## src/sv/pctu_pkg.sv

```systemverilog
// Package with the shared types, character codes and helpers of the percent unescape unit.
package pctu_pkg;

  localparam logic [7:0] CHAR_PERCENT = 8'h25;
  localparam logic [7:0] CHAR_LOWER_U = 8'h75;
  localparam logic [7:0] CHAR_COMMA   = 8'h2C;
  localparam logic [7:0] CHAR_NEWLINE = 8'h0A;

  localparam logic [7:0] LEAD_THREE = 8'hE0;
  localparam logic [7:0] LEAD_TWO   = 8'hC0;
  localparam logic [7:0] CONT_BYTE  = 8'h80;

  // Depth of the result queue, in groups of up to three bytes.
  localparam int QUEUE_DEPTH = 4;
  localparam int QUEUE_AW    = $clog2(QUEUE_DEPTH);

  typedef enum logic [2:0] {
    PH_IDLE = 3'd0,
    PH_PCT  = 3'd1,
    PH_HEX1 = 3'd2,
    PH_U0   = 3'd3,
    PH_U1   = 3'd4,
    PH_U2   = 3'd5,
    PH_U3   = 3'd6
  } phase_t;

  typedef struct packed {
    phase_t      phase;
    logic [11:0] acc;
  } parse_state_t;

  // The bytes that one input beat produces, first byte in slot 0.
  typedef struct packed {
    logic [1:0]      count;
    logic [2:0][7:0] bytes;
  } result_group_t;

  function automatic logic [3:0] nibble_of(input logic [7:0] c);
    logic [3:0] n;
    n = 4'd0;
    if (c inside {[8'h30:8'h39]}) begin
      n = c[3:0];
    end else if (c inside {[8'h41:8'h46], [8'h61:8'h66]}) begin
      n = c[3:0] + 4'd9;
    end
    return n;
  endfunction

endpackage

```

## src/sv/pctu_if.sv

```systemverilog
// Stream interfaces for the escaped text input and the decoded byte output.
interface pctu_in_if;
  logic       valid;
  logic       ready;
  logic [7:0] text_byte;
  logic       end_of_text;

  modport source (output valid, output text_byte, output end_of_text, input ready);
  modport sink (input valid, input text_byte, input end_of_text, output ready);
endinterface

interface pctu_out_if;
  logic       valid;
  logic       ready;
  logic [7:0] out_byte;
  logic       run_last;

  modport source (output valid, output out_byte, output run_last, input ready);
  modport sink (input valid, input out_byte, input run_last, output ready);
endinterface

```

## src/sv/percent_unicode_unescape_to_utf8_unit.sv

```systemverilog
// Top level of the percent and %u unescaper that turns escaped text into UTF-8 bytes.
//
//   channel   role    beat carries                 accepted when
//   text      sink    text_byte, end_of_text       text.valid and text.ready
//   decoded   source  out_byte, run_last           decoded.valid and decoded.ready
//   cfg       write   cfg_data (comma newline on)  cfg_write
//
// An input beat is taken in every cycle in which the result queue has room for
// one more group. The parser state sits in registers and the decode of a beat
// is a single pass of combinational logic whose result group, of up to three
// bytes, is written into the queue at the same edge; its first byte can leave
// on the following cycle. Output runs at one byte per cycle while the receiver
// is ready, so a beat that yields two or three bytes holds the queue head until
// all of them have left, and the four-group queue absorbs such bursts. Reset is
// synchronous and puts the parser at idle, empties the queue and sets comma
// newline insertion on. A stalled output only stops input once the queue is full.
module percent_unicode_unescape_to_utf8_unit (
  input logic       clk,
  input logic       rst,
  pctu_in_if.sink   text,
  pctu_out_if.source decoded,
  input logic       cfg_write,
  input logic       cfg_data
);
  import pctu_pkg::*;

  parse_state_t  state;
  parse_state_t  state_next;
  result_group_t group;
  logic          comma_newline_enable;
  logic          queue_full;
  logic          accept;

  // The sole configuration register is written whenever the enable is high.
  always_ff @(posedge clk) begin
    if (rst) begin
      comma_newline_enable <= 1'b1;
    end else if (cfg_write) begin
      comma_newline_enable <= cfg_data;
    end
  end

  assign text.ready = !queue_full;
  assign accept     = text.valid && text.ready;

  pctu_decode u_decode (
    .state                (state),
    .text_byte            (text.text_byte),
    .end_of_text          (text.end_of_text),
    .comma_newline_enable (comma_newline_enable),
    .state_next           (state_next),
    .group                (group)
  );

  // The parser only moves on an accepted beat; bytes inside an open escape
  // produce an empty group, which is not queued.
  always_ff @(posedge clk) begin
    if (rst) begin
      state.phase <= PH_IDLE;
      state.acc   <= '0;
    end else if (accept) begin
      state <= state_next;
    end
  end

  pctu_queue u_queue (
    .clk        (clk),
    .rst        (rst),
    .push       (accept && (group.count != 2'd0)),
    .push_group (group),
    .full       (queue_full),
    .decoded    (decoded)
  );

endmodule

```

## src/sv/pctu_decode.sv

```systemverilog
// Combinational escape parser: next parser state and the result bytes of one input byte.
module pctu_decode (
  input  pctu_pkg::parse_state_t  state,
  input  logic [7:0]              text_byte,
  input  logic                    end_of_text,
  input  logic                    comma_newline_enable,
  output pctu_pkg::parse_state_t  state_next,
  output pctu_pkg::result_group_t group
);
  import pctu_pkg::*;

  logic [3:0]  nib;
  logic [7:0]  hex_byte;
  logic [15:0] cp;
  logic        emit_plain;
  logic [7:0]  plain_byte;

  assign nib      = nibble_of(text_byte);
  assign hex_byte = {state.acc[3:0], nib};
  assign cp       = {state.acc, nib};

  always_comb begin
    state_next  = state;
    emit_plain  = 1'b0;
    plain_byte  = text_byte;
    group.count = 2'd0;
    group.bytes = '0;
    case (state.phase)
      PH_IDLE: begin
        if (text_byte == CHAR_PERCENT) begin
          state_next.phase = PH_PCT;
          state_next.acc   = '0;
        end else begin
          emit_plain = 1'b1;
        end
      end
      PH_PCT: begin
        if (text_byte == CHAR_LOWER_U) begin
          state_next.phase = PH_U0;
          state_next.acc   = '0;
        end else begin
          state_next.phase = PH_HEX1;
          state_next.acc   = {8'd0, nib};
        end
      end
      PH_HEX1: begin
        emit_plain       = 1'b1;
        plain_byte       = hex_byte;
        state_next.phase = PH_IDLE;
        state_next.acc   = '0;
      end
      PH_U0: begin
        state_next.phase = PH_U1;
        state_next.acc   = {state.acc[7:0], nib};
      end
      PH_U1: begin
        state_next.phase = PH_U2;
        state_next.acc   = {state.acc[7:0], nib};
      end
      PH_U2: begin
        state_next.phase = PH_U3;
        state_next.acc   = {state.acc[7:0], nib};
      end
      PH_U3: begin
        state_next.phase = PH_IDLE;
        state_next.acc   = '0;
        if (cp[15:11] != 5'd0) begin
          group.count    = 2'd3;
          group.bytes[0] = LEAD_THREE | {4'd0, cp[15:12]};
          group.bytes[1] = CONT_BYTE | {2'd0, cp[11:6]};
          group.bytes[2] = CONT_BYTE | {2'd0, cp[5:0]};
        end else if (cp[10:7] != 4'd0) begin
          group.count    = 2'd2;
          group.bytes[0] = LEAD_TWO | {3'd0, cp[10:6]};
          group.bytes[1] = CONT_BYTE | {2'd0, cp[5:0]};
        end else begin
          group.count    = 2'd1;
          group.bytes[0] = cp[7:0];
        end
      end
      default: begin
        state_next.phase = PH_IDLE;
        state_next.acc   = '0;
        emit_plain       = 1'b1;
      end
    endcase

    if (emit_plain) begin
      group.bytes[0] = plain_byte;
      if (plain_byte == CHAR_COMMA && comma_newline_enable) begin
        group.count    = 2'd2;
        group.bytes[1] = CHAR_NEWLINE;
      end else begin
        group.count = 2'd1;
      end
    end

    if (end_of_text) begin
      state_next.phase = PH_IDLE;
      state_next.acc   = '0;
    end
  end

endmodule

```

## src/sv/pctu_queue.sv

```systemverilog
// Queue of result groups with a serialiser that sends one byte per output beat.
module pctu_queue (
  input  logic                    clk,
  input  logic                    rst,
  input  logic                    push,
  input  pctu_pkg::result_group_t push_group,
  output logic                    full,
  pctu_out_if.source              decoded
);
  import pctu_pkg::*;

  result_group_t       store [QUEUE_DEPTH];
  logic [QUEUE_AW-1:0] wr_ptr;
  logic [QUEUE_AW-1:0] rd_ptr;
  logic [QUEUE_AW:0]   fill;
  logic [1:0]          byte_sel;
  result_group_t       head;
  logic                pop_byte;
  logic                pop_group;

  assign head      = store[rd_ptr];
  assign full      = (fill == (QUEUE_AW + 1)'(QUEUE_DEPTH));
  assign pop_byte  = decoded.valid && decoded.ready;
  assign pop_group = pop_byte && decoded.run_last;

  assign decoded.valid    = (fill != '0);
  assign decoded.out_byte = head.bytes[byte_sel];
  assign decoded.run_last = (byte_sel == head.count - 2'd1);

  always_ff @(posedge clk) begin
    if (push) begin
      store[wr_ptr] <= push_group;
    end
  end

  always_ff @(posedge clk) begin
    if (rst) begin
      wr_ptr   <= '0;
      rd_ptr   <= '0;
      fill     <= '0;
      byte_sel <= '0;
    end else begin
      if (push) begin
        wr_ptr <= wr_ptr + 1'b1;
      end
      if (pop_group) begin
        rd_ptr   <= rd_ptr + 1'b1;
        byte_sel <= '0;
      end else if (pop_byte) begin
        byte_sel <= byte_sel + 2'd1;
      end
      case ({push, pop_group})
        2'b10:   fill <= fill + 1'b1;
        2'b01:   fill <= fill - 1'b1;
        default: fill <= fill;
      endcase
    end
  end

endmodule

```

## src/flat_wrapper.sv

```systemverilog
// flat-port wrapper written by rule: the top's interface ports become plain ports
module percent_unicode_unescape_to_utf8_unit_flat import pctu_pkg::*;
  (clk, rst, cfg_write, cfg_data, text_valid, text_text_byte, text_end_of_text, text_ready, decoded_valid, decoded_out_byte, decoded_run_last, decoded_ready);
  pctu_in_if text_i ();
  pctu_out_if decoded_i ();
  input logic clk;
  input logic rst;
  input logic cfg_write;
  input logic cfg_data;
  input wire logic [$bits(text_i.valid)-1:0] text_valid;
  input wire logic [$bits(text_i.text_byte)-1:0] text_text_byte;
  input wire logic [$bits(text_i.end_of_text)-1:0] text_end_of_text;
  output wire logic [$bits(text_i.ready)-1:0] text_ready;
  output wire logic [$bits(decoded_i.valid)-1:0] decoded_valid;
  output wire logic [$bits(decoded_i.out_byte)-1:0] decoded_out_byte;
  output wire logic [$bits(decoded_i.run_last)-1:0] decoded_run_last;
  input wire logic [$bits(decoded_i.ready)-1:0] decoded_ready;
  assign text_i.valid = text_valid;
  assign text_i.text_byte = text_text_byte;
  assign text_i.end_of_text = text_end_of_text;
  assign text_ready = text_i.ready;
  assign decoded_valid = decoded_i.valid;
  assign decoded_out_byte = decoded_i.out_byte;
  assign decoded_run_last = decoded_i.run_last;
  assign decoded_i.ready = decoded_ready;
  percent_unicode_unescape_to_utf8_unit u_core (.clk(clk), .rst(rst), .text(text_i), .decoded(decoded_i), .cfg_write(cfg_write), .cfg_data(cfg_data));
endmodule
```

## config.mk

```make
export PLATFORM = sky130hd
export DESIGN_NAME = percent_unicode_unescape_to_utf8_unit_flat
export DESIGN_NICKNAME = d
export VERILOG_FILES = /design/src/sv/pctu_pkg.sv /design/src/sv/pctu_if.sv /design/src/sv/percent_unicode_unescape_to_utf8_unit.sv /design/src/sv/pctu_decode.sv /design/src/sv/pctu_queue.sv /design/src/flat_wrapper.sv
export SDC_FILE = /design/constraint.sdc
export NUM_CORES = 1
export LEC_CHECK = 0
export ABC_AREA = 1
export BUFFER_PORTS_ARGS = -buffer_cell sky130_fd_sc_hd__buf_2
export CAP_MARGIN = 5
export CORE_ASPECT_RATIO = 1.1
export CORE_UTILIZATION = 60
export CTS_CLUSTER_SIZE = 40
export DETAILED_ROUTE_END_ITERATION = 10
export PLACE_DENSITY = 0.78
export SYNTH_ARGS = -nofsm -noshare
export SYNTH_HDL_FRONTEND = slang
export SYNTH_SLANG_ARGS = --single-unit
```

## constraint.sdc

```tcl
create_clock -name clk -period 3.8 [get_ports clk]
set_input_delay 0.76 -clock clk [delete_from_list [all_inputs] [get_ports clk]]
set_output_delay 0.76 -clock clk [all_outputs]
set_load 0.01 [all_outputs]
```

* After elaboration in Yosys (flattened, before gate mapping)
Memories as Yosys holds them, arrays and structs flattened. A register that Yosys moved wholly into a read port is not among the register bits. Cells that the tools add are included. Widths: inputs -> output; s select.
Cells by class: add/subtract/negate cells 7, order comparisons 7, reduce and logical (&&, ||, !) cells 19, eq/ne operators 14, mux-type cells 27
Operators with widths (count):
- $pmux 15 s5 | 1
- $mux 8 | 6
- $mux 16 | 2
- $mux 15 | 2
- $mux 26 | 1
- $bmux 8 s2 | 1
- $eq 8x6->1 const B | 2
- $ge 8x7->1 const B | 2
- $le 8x7->1 const B | 2
- $mux 13 | 1
- $eq 3x3->1 const B | 4
- $mux 2 | 6
- $eq 8x7->1 const B | 1
- $ge 8x6->1 const B | 1
- $le 8x6->1 const B | 1
- $logic_and 1x1->1 | 8
- $mux 4 | 2
- $add 2x1->2 const B | 3
- $eq 3x2->1 const B | 2
- $pmux 3 s2 | 1
- $reduce_bool 2->1 | 3
- $reduce_bool 5->1 | 1
- $reduce_or 5->1 | 1
- $add 4x4->4 const B | 1
- other kinds (17) | 19
Storage, ports and cells: output and inout port bits 11, memories kept 1, RAM bits 104, word-level logic and storage cells 82, input bits 15, register bits 25
Memory list:
- u_core.u_queue.store | depth 4, width 26, rd ports 1, clocked after memory_dff 1, wr ports 1, RTL line pctu_queue.sv:12 | result_group_t store [QUEUE_DEPTH];

* Logic depth before layout (Yosys ltp)
depth in word-level cells 14, mapped depth 16

* Modules after synthesis
From an unflattened synthesis, not the netlist that was laid out.
Second synthesis, totals: cell total of the unflattened synthesis 686, area, all modules 6427.4 sq um
By module, submodules not included:
- pctu_queue | sequential area each 3343.2 sq um, cells an instance 364, area an instance 4688.2 sq um, instances 1
- pctu_decode | sequential area each 0.0 sq um, cells an instance 218, area an instance 1041.0 sq um, instances 1
- percent_unicode_unescape_to_utf8_unit | sequential area each 320.3 sq um, cells an instance 104, area an instance 698.2 sq um, instances 1

* Least setup slack after synthesis
No wires, ideal clock.
path kind input-to-reg, from input text_text_byte[1], to memory u_core.u_queue.store[0][0] (netlist name) (enable), arrival 2.577 ns, slack 0.819 ns, cell stages on the path 9, data required time 3.395 ns, path buffers 0, setup time 0.405 ns, cell sequence inv_1 ha_1 nand2_1 nor2_1 nand3_1 a21oi_2 o211ai_2 nand2_1 nor2_1
On the way: word-level cells in the longest chain between the ends 14, elaborated cells on any way between the ends 25, those cells by class 1 x add/sub; 6 x order compare; 2 x eq/ne; 9 x mux; 7 x reduce/logical
Ends and longest elaborated chain:
- from (decl) | RTL line flat_wrapper.sv:11 | input wire logic [$bits(text_i.text_byte)-1:0] text_text_byte;
- $ge 8x7->1 or $le 8x7->1 (tied branches) | RTL line pctu_pkg.sv:43 | end else if (c inside {[8'h41:8'h46], [8'h61:8'h66]}) begin
- $logic_and 1x1->1 | RTL line pctu_pkg.sv:43
- $reduce_bool 2->1 | RTL line pctu_pkg.sv:43
- $mux 4 | RTL line pctu_pkg.sv:43
- $mux 4 | RTL line pctu_pkg.sv:41 | if (c inside {[8'h30:8'h39]}) begin
- $mux 8 | RTL line pctu_decode.sv:28 | case (state.phase)
- $eq 8x6->1 | RTL line pctu_decode.sv:90 | if (plain_byte == CHAR_COMMA && comma_newline_enable) begin
- $logic_and 1x1->1 | RTL line pctu_decode.sv:90
- $mux 2 | RTL line pctu_decode.sv:90
- $mux 2 * | RTL line pctu_decode.sv:88 | if (emit_plain) begin
- $reduce_bool 2->1 * | RTL line percent_unicode_unescape_to_utf8_unit.sv:69 | .push (accept && (group.count != 2'd0)),
- $logic_and 1x1->1 * | RTL line percent_unicode_unescape_to_utf8_unit.sv:69
- $mux 1 * | RTL line pctu_queue.sv:31 | if (push) begin
- $mux 1 (implied by the code) * | RTL line pctu_queue.sv:32 | store[wr_ptr] <= push_group;
- to (decl) | RTL line pctu_queue.sv:12
Mark *: on every way between the ends. The rest lies on a longest branch, timed or not.

==> results.cfg <==
[timing]
rsz0062_at_grt = false
post-route-period-util_pct = 84.3
setup_viol_count_final = 0
tightestPinTransition_ns = 0.801
finalSetupTns_ns = 0
fmax_mhz = 312
hold_viol_final = 0
fin_crit_ns = 3.20
maxSlewHeadroom_pct = 46.0
maxSlewViolCount = 0
skew_ns = 0.0111

[pwr]
p_leak_nw = 2.57
seqPwrFrac_pct = 43.8
p_sw_mw = 0.946
total_power_mw = 3.57
swShare_pct = 26.5
pwr-share-clk_pct = 40.2
p_int_mw = 2.62
ir_worst_vdd_mv = 0.335
powerDensity_mw_per_mm2 = 549
power_frac_comb_pct = 16.0

[placed_design]
place.gp.congestion = 1.02
io_buffers = 25
dp_hpwl_um = 8420

[synthesis]
synth_area_sq_mm = 0.00571
synth.avg_cell_area_sq_um = 9.21
syn_inst = 620
ys_seq_area_share_pct = 59.9
yosysTopAreaCell = edfxtp_1
synth_edf_count = 96
syn-num-nets = 644
synth.distinct_cells = 27
async_flop_share_pct = 0
synth.area.top_cells = edfxtp_1, dfxtp_1, nand2_1
ys_ff_latch = 123
synth_top_area_share_pct = 50.5
yosysWarnings = 0
yosys_most_used_dff = edfxtp_1

[die]
ioPinCount = 26
fp.coreArea_sq_mm = 0.00905
dieWidth_um = 95.0
die_area_sq_mm = 0.00992
start_util_pct = 63.1
die_h_um = 104
num_rows = 36

[clocking]
clk_path_buf_depth = 2
clkLatencyLatePin_ns = 0.52
cts_htree_levels = 4
clk_pin_slew_ns = 0.05
numCtsBuffers = 17
cts.sinks = 123
cts_setup_buffers = 0
cts_root_buffer = clkbuf_8
ctsResizeCount = 0
cts_tree = yes
ctsHoldBuffers = 0

[layout]
syn_to_final_growth_pct = 13.8
fill_cells = 669
drive_gt1_share_pct = 10.4
fin_util_pct = 71.8
mostFrequentLayoutCells = nand2_1, edfxtp_1, nor2_1, o21ai_0, inv_1
n_antenna_cell = 0
fin_nets = 674
final_common_cell = nand2_1

[grt]
grt_pass1_wl_um = 20400
antenna_found_initial = 0
grt_usage_pct = 27.5
grt_overflow = 0
grt_max_degree = 48
grt_pass1_vias = 4224

[critical_path]
critPathMaxFanout = 26
path_class = reg -> out
worstPathRequired_ns = 3.04
reg2reg_depth = 16
end_kind = output port
cp-start-kind = register
arrival_ns = 2.44

[status]
status = finished clean

[drt]
vias = 4566
wl_per_cell_um = 16.5
drc = 0
wirelength_um = 12800
first_iter_violations = 389
drtPass1Iterations = 6
ant_nets = 0
via_per_inst = 5.88

[min_path]
hold_path.class = in -> reg
hold_path_depth = 2

[run]
max_cap_violations = 0
-- critical path, cell delays in order, from the launching register on --
cell and delay, ns:
dfxtp_1 0.32, inv_1 0.51, buf_4 0.39, nor2_1 0.09
o22ai_1 0.25, nand2_1 0.09, nand3_1 0.13, buf_2 0.14
-- sequential cells by signal (all words and copies together) (netlist names), named ones only --
signal / flops
u_core.comma_newline_enable: 1
u_core.state: 15
u_core.u_queue.byte_sel: 2
u_core.u_queue.fill: 3
u_core.u_queue.rd_ptr: 2
u_core.u_queue.store: 96
u_core.u_queue.wr_ptr: 2
-- synthesized netlist by cell type, drive strengths merged, types with 2 or more instances --
| master | count |
|---|---|
| nand2 | 128 |
| inv | 57 |
| a21oi | 35 |
| nand4 | 13 |
| clkbuf | 14 |
| buf | 9 |
| dfxtp | 27 |
| xor2 | 2 |
| ha | 8 |
| nand3 | 45 |
| nor2 | 91 |
| o22ai | 25 |
| edfxtp | 96 |
| o21ai | 64 |
-- layout make-up --
type	instances	area [sq um]	share of cell area, %
Clock buffer	26	510	7.85
Clock inverter	6	33.8	0.520
Inverter	57	214	3.29
Multi-Input combinational cell	417	1990	30.5
Sequential cell	123	3420	52.6
Tap cell	114	143	2.19
Timing Repair Buffer	34	193	2.96
-- power groups by stage --
stage | Combinational [mW] | Sequential (mW) | Clock [mW]
2_1_floorplan | 0.389 | 1.59 | 0
5_1_grt | 0.639 | 1.57 | 1.50
6_report | 0.571 | 1.56 | 1.43
3_3_place_gp | 0.549 | 1.59 | 0
3_5_place_dp | 0.565 | 1.59 | 0
4_1_cts | 0.571 | 1.56 | 1.45
-- kinds of logic after synthesis --
kind of cell | count (synthesis) | share of synthesized area [%]
compound gates | 128 | 12.2
simple gates | 278 | 20.0
xor+xnor | 2 | 0.307
flops | 123 | 59.9
fa+ha+maj | 9 | 2.10
buf+inv | 80 | 5.50
-- metal layers --
layer,global-route usage [%],vias to the layer above,wire length [um]
met5,0,-,0
met4,11.6,0,199
met3,5.48,18,926
met2,44.8,199,6290
met1,35.7,2157,5370
li1,-,2192,-
-- metrics by stage --
step	std cells	hold slack (ns)	worst slack (ns)	area [sq um]
2_1_floorplan	620	0.444	0.819	5710
3_3_place_gp	745	0.458	0.439	5960
3_5_place_dp	745	0.466	0.338	5960
4_1_cts	777	0.427	0.613	6500
5_1_grt	777	0.442	0.431	6500
6_report	777	0.438	0.596	6500
-- path summary, 6_finish.rpt --
check | start | endpoint | slack [ns]
max | register | decoded_out_byte[2] | 0.60
min reg2reg | u_core.state[10] | u_core.state[10] | 0.48
min | cfg_write | u_core.comma_newline_enable | 0.44
max reg2reg | register | u_core.u_queue.fill[2] | 1.01
Power figures use the tool's default switching activity.
